==> src/hdl/sme_pkg.sv <==
// ----------------------------------------------------------------------------
// Stack machine executor package
// Shared action codes, arithmetic unit control and fixed field widths.
// ----------------------------------------------------------------------------
package sme_pkg;

  localparam int unsigned ACTION_W = 3;
  localparam int unsigned IMM_W    = 32;
  localparam int unsigned POP_W    = 32;

  typedef enum logic [ACTION_W-1:0] {
    ACT_NOP  = 3'd0,
    ACT_PUSH = 3'd1,
    ACT_ADD  = 3'd2,
    ACT_DIV  = 3'd3,
    ACT_MUL  = 3'd4,
    ACT_POP  = 3'd5,
    ACT_HALT = 3'd6
  } action_e;

  typedef enum logic [1:0] {
    ALU_ADD,
    ALU_MUL,
    ALU_DIV
  } alu_op_e;

  typedef struct packed {
    logic    start;
    alu_op_e op;
  } alu_ctrl_t;

endpackage

==> src/hdl/sme_alu.sv <==
// ----------------------------------------------------------------------------
// Stack machine arithmetic unit
// One shared adder serves add, shift-add multiply and restoring divide.
// ----------------------------------------------------------------------------
module sme_alu #(
  parameter int unsigned WORD_WIDTH = 32
) (
  input  logic                  clk_i,
  input  logic                  rst_ni,
  input  sme_pkg::alu_ctrl_t    ctrl_i,
  input  logic [WORD_WIDTH-1:0] opa_i,
  input  logic [WORD_WIDTH-1:0] opb_i,
  output logic                  done_o,
  output logic [WORD_WIDTH-1:0] result_o
);
  import sme_pkg::*;

  localparam int unsigned CNT_W = $clog2(WORD_WIDTH + 1);

  typedef enum logic [2:0] {
    S_IDLE,
    S_NEG_D,
    S_NEG_N,
    S_MUL,
    S_DIV,
    S_FIX,
    S_DONE
  } state_e;

  state_e                state_q;
  logic [WORD_WIDTH-1:0] acc_q;
  logic [WORD_WIDTH-1:0] aux_q;
  logic [WORD_WIDTH-1:0] sh_q;
  logic [CNT_W-1:0]      cnt_q;
  logic                  neg_q;

  logic [WORD_WIDTH:0]   add_x;
  logic [WORD_WIDTH:0]   add_y;
  logic                  add_sub;
  logic [WORD_WIDTH+1:0] add_sum;
  logic                  div_ge;

  always_comb begin
    add_x   = '0;
    add_y   = '0;
    add_sub = 1'b0;
    unique case (state_q)
      S_IDLE: begin
        add_x = {1'b0, opa_i};
        add_y = {1'b0, opb_i};
      end
      S_NEG_D: begin
        add_y   = {1'b0, aux_q};
        add_sub = aux_q[WORD_WIDTH-1];
      end
      S_NEG_N: begin
        add_y   = {1'b0, sh_q};
        add_sub = sh_q[WORD_WIDTH-1];
      end
      S_MUL: begin
        add_x = {1'b0, acc_q};
        add_y = {1'b0, aux_q};
      end
      S_DIV: begin
        add_x   = {acc_q, sh_q[WORD_WIDTH-1]};
        add_y   = {1'b0, aux_q};
        add_sub = 1'b1;
      end
      S_FIX: begin
        add_y   = {1'b0, sh_q};
        add_sub = neg_q;
      end
      default: begin
      end
    endcase
  end

  assign add_sum = {1'b0, add_x} + {1'b0, (add_sub ? ~add_y : add_y)}
                 + (WORD_WIDTH + 2)'(add_sub);
  assign div_ge  = add_sum[WORD_WIDTH+1];

  always_ff @(posedge clk_i or negedge rst_ni) begin
    if (!rst_ni) begin
      state_q <= S_IDLE;
      acc_q   <= '0;
      aux_q   <= '0;
      sh_q    <= '0;
      cnt_q   <= '0;
      neg_q   <= 1'b0;
    end else begin
      unique case (state_q)
        S_IDLE: begin
          if (ctrl_i.start) begin
            unique case (ctrl_i.op)
              ALU_ADD: begin
                acc_q   <= add_sum[WORD_WIDTH-1:0];
                state_q <= S_DONE;
              end
              ALU_MUL: begin
                acc_q   <= '0;
                aux_q   <= opb_i;
                sh_q    <= opa_i;
                cnt_q   <= CNT_W'(WORD_WIDTH);
                state_q <= S_MUL;
              end
              ALU_DIV: begin
                acc_q   <= '0;
                aux_q   <= opa_i;
                sh_q    <= opb_i;
                neg_q   <= opa_i[WORD_WIDTH-1] ^ opb_i[WORD_WIDTH-1];
                state_q <= S_NEG_D;
              end
              default: state_q <= S_IDLE;
            endcase
          end
        end
        S_NEG_D: begin
          aux_q   <= add_sum[WORD_WIDTH-1:0];
          state_q <= S_NEG_N;
        end
        S_NEG_N: begin
          sh_q    <= add_sum[WORD_WIDTH-1:0];
          cnt_q   <= CNT_W'(WORD_WIDTH);
          state_q <= S_DIV;
        end
        S_MUL: begin
          if (sh_q[0]) begin
            acc_q <= add_sum[WORD_WIDTH-1:0];
          end
          aux_q <= aux_q << 1;
          sh_q  <= sh_q >> 1;
          cnt_q <= cnt_q - CNT_W'(1);
          if (cnt_q == CNT_W'(1)) begin
            state_q <= S_DONE;
          end
        end
        S_DIV: begin
          if (div_ge) begin
            acc_q <= add_sum[WORD_WIDTH-1:0];
          end else begin
            acc_q <= {acc_q[WORD_WIDTH-2:0], sh_q[WORD_WIDTH-1]};
          end
          sh_q  <= {sh_q[WORD_WIDTH-2:0], div_ge};
          cnt_q <= cnt_q - CNT_W'(1);
          if (cnt_q == CNT_W'(1)) begin
            state_q <= S_FIX;
          end
        end
        S_FIX: begin
          acc_q   <= add_sum[WORD_WIDTH-1:0];
          state_q <= S_DONE;
        end
        S_DONE: state_q <= S_IDLE;
        default: state_q <= S_IDLE;
      endcase
    end
  end

  assign done_o   = (state_q == S_DONE);
  assign result_o = acc_q;

endmodule

==> config.mk <==
export PLATFORM = sky130hd
export DESIGN_NAME = sme_alu
export DESIGN_NICKNAME = d
export VERILOG_FILES = /design/src/hdl/sme_pkg.sv /design/src/hdl/sme_alu.sv
export SDC_FILE = /design/constraint.sdc
export NUM_CORES = 1
export LEC_CHECK = 0
export CORE_MARGIN = 2
export CORE_UTILIZATION = 42
export CTS_CLUSTER_SIZE = 40
export DETAILED_ROUTE_END_ITERATION = 6
export DONT_BUFFER_PORTS = 1
export PLACE_DENSITY = 0.57
export REMOVE_ABC_BUFFERS = 1
export SYNTH_ARGS = -nofsm -noshare
export SYNTH_HDL_FRONTEND = slang
export SYNTH_SLANG_ARGS = --single-unit
==> constraint.sdc <==
create_clock -name clk_i -period 7.2 [get_ports clk_i]
set_clock_uncertainty 0.1 [all_clocks]
set_input_delay 0 -clock clk_i [delete_from_list [all_inputs] [get_ports clk_i]]
set_output_delay 0 -clock clk_i [all_outputs]
set_load 0.01 [all_outputs]
==> impl_metrics.csv <==
group,metric,value,unit
run_status,outcome,"complete, no violations",
worst_setup_path,cp.arrival,6.32,ns
die,rows,59,
detailed_routing,firstDrtPassIters,6,
global_routing,grt_antenna_before_repair,0,
worst_setup_path,required,7.35,ns
worst_setup_path,crit_slowest_cell,"dfrtp_2",
detailed_routing,viasPerCell,6.35,
flow_run,max_cap_viol_count,0,
worst_hold_path,hold_path.class,"input port to flop",
synthesis,ys_seq_elements,106,
synthesis,ys_top_cells_by_area,"dfrtp_1 24%, mux2i_1 12%, a21oi_1 7.7%",
synthesis,syn_area_per_cell,7.55,sq um
final_layout,diodes,0,
final_layout,final_common_cell,"nand2_1",
final_layout,nNetsFinal,1585,
synthesis,synth-edff-count,0,
worst_setup_path,rrSetupSlack,1.03,ns
die,core_area,25900,sq um
global_routing,gr-max-usage-layer,"met2",
final_layout,multi_input_area,7830,sq um
synthesis,ys_async_sr_fraction,100,%
global_routing,grt_pass1_wl,64200,um
global_routing,grt_pass1_vias,11200,
clocking,cts.clk_slew.worst_paths,0.09,ns
detailed_routing,drt-total-wl,40300,um
clocking,numCtsBuffers,9,
timing,fmax,162,MHz
timing,max_slew.worst_pin.slew,1.34,ns
timing,relSlewSlack,10.9,%
final_layout,finalNonFillerCells,1816,
global_routing,gr-usage-met3,5.98,%
global_routing,use_met1,38.5,%
clocking,cts_tree,"built",
final_layout,num-fill-cells,2657,
timing,setup-violations-final,0,
worst_setup_path,path_max_fanout,59,
worst_setup_path,end_kind,"flop",
placed_design,dp_slack,1.22,ns
final_layout,seqCellArea,2660,sq um
detailed_routing,antenna_left,0,
timing,hold_viol_final,0,
timing,fin_ws,1.03,ns
detailed_routing,initialDrtViolationCount,1112,
die,io_pins,102,
detailed_routing,drc,0,
placed_design,portBuffers,0,
timing,period_share,85.7,%
final_layout,final_cell_mix,"203 x nand2_1, 169 x a21oi_1, 137 x mux2i_1, 137 x o21ai_0, 115 x nor2_1",
worst_hold_path,hold_depth,4,
die,dieArea,27600,sq um
synthesis,ys_warn_count,0,
detailed_routing,wl_per_cell,22.2,um
die,fp.dieW,166,um
global_routing,grt_usage,28.8,%
synthesis,ys_seq_area_share,24.0,%
clocking,post_cts_resized,0,
die,die_y,166,um
global_routing,grt_max_degree,107,
synthesis,yosys.area.top_type_share,24.0,%
worst_setup_path,path_class,"flop to flop",
placed_design,dp.cells,1707,
worst_setup_path,crit_path_start_kind,"flop",
synthesis,yosysTopAreaCell,"dfrtp_1",
timing,fin_crit,6.17,ns
worst_setup_path,crit_chain,"nor2b_4, buf_4, nand2_1, o22ai_1, ha_1, a21o_1, a21oi_1, a2111oi_2, o41ai_4, o21ai_1, o311ai_0, o211ai_1, a22o_1",
final_layout,fin_util,48.2,%
clocking,htreeDepth,3,
global_routing,grtUsageMet2,47.1,%
final_layout,drive_gt1_share,5.94,%
synthesis,syn_inst,1463,
placed_design,dp_hpwl,26500,um
synthesis,synth.distinct_cells,73,
worst_setup_path,r2r_cells,13,
timing,rsz0062_at_grt,"no",
clocking,cts-root-buf,"clkbuf_16",
clocking,clock_sinks,106,
timing,drv_slew,0,
timing,tns,0,ns
placed_design,gp_congestion,0.960,
clocking,cts_buffer_depth,2,
detailed_routing,dr_total_vias,11500,
global_routing,grt-ovfl-total,0,
worst_setup_path,critPathMaxStageDelay,1.12,ns
clocking,worst_skew_pair.late_latency,0.37,ns
synthesis,synthesis.area,11000,sq um
synthesis,synthFlopType,"dfrtp_1",
die,start_util,42.6,%
final_layout,areaGrowthSynthToFinish,13.1,%
worst paths after layout:
| kind | start | endpoint |
|---|---|---|
| worst min-delay path | opa_i[27] | sh_q[27]$_DFFE_PN0P_ |
| max in group asynchronous | rst_ni | state_q[1]$_DFFE_PN0P_ |
| worst max-delay path | state_q[0]$_DFFE_PN0P_ | aux_q[30]$_DFFE_PN0P_ |
| min in group asynchronous | rst_ni | sh_q[9]$_DFFE_PN0P_ |
| worst max register to register | state_q[0]$_DFFE_PN0P_ | aux_q[30]$_DFFE_PN0P_ |
| worst min register to register | cnt_q[5]$_DFFE_PN0P_ | cnt_q[5]$_DFFE_PN0P_ |
critical path: cells and delay by family, from the launching register on:
family / cells / cell delay (ns)
buffers and inverters: 1 / 0.34
AOI/OAI and AO/OA: 9 / 3.27
adders and majority gates: 1 / 0.35
DFF: 1 / 1.12
and+or+nand+nor: 2 / 0.84
kinds of logic (layout without fill, tap and decap cells):
group,after synthesis,count (layout),synth area share [%]
fa+ha+maj,40,40,4.60
mux,157,157,14.5
compound gates,536,536,31.0
flops,106,106,24.0
xor+xnor,60,60,4.76
simple gates,406,406,15.6
buf+inv,158,176,5.54
synthesized netlist by cell type, types with 23 or more instances:
master / count
ha_1: 39
nor2_1: 116
clkbuf_1: 88
a221oi_1: 41
dfrtp_1: 106
a21oi_1: 169
inv_1: 39
mux2i_1: 137
nand2_1: 205
o21ai_0: 137
xor2_1: 38
buf_1: 23
per-layer routing:
layer | vias up | wire length [um]
met1 | 5576 | 17500
met2 | 476 | 18700
met5 | - | 0
met3 | 68 | 3130
met4 | 0 | 890
li1 | 5414 | -
layout make-up:
| type | instances | area share [%] |
|---|---|---|
| clock inverters | 7 | 0.401 |
| well taps | 335 | 3.36 |
| repair buffers | 120 | 9.22 |
| multi-input cells | 1199 | 62.7 |
| clock buffers | 9 | 1.80 |
| inverters | 40 | 1.20 |
| flip-flops and latches | 106 | 21.3 |
state kept, by name (all words and copies together), names as in the netlist:
name and flops:
sh_q 32, aux_q 32, cnt_q 6, result_o 32, neg_q 1, state_q 3
through the flow:
step / instance area, sq um / hold WS (ns)
2_1_floorplan: 10600 / -0.396
3_3_place_gp: 11300 / -0.389
3_5_place_dp: 11300 / -0.389
4_1_cts: 12500 / 0.00764
5_1_grt: 12500 / 0.0717
6_report: 12500 / 0.0166
repair_timing:
action / CTS / global route
hold endpoints to repair: 165 / 0
setup buffers: 0 / 0
hold buffers: 93 / 0
Power is not shown: default switching activity piles up to over one toggle a cycle in this logic, so the estimate is an artifact.
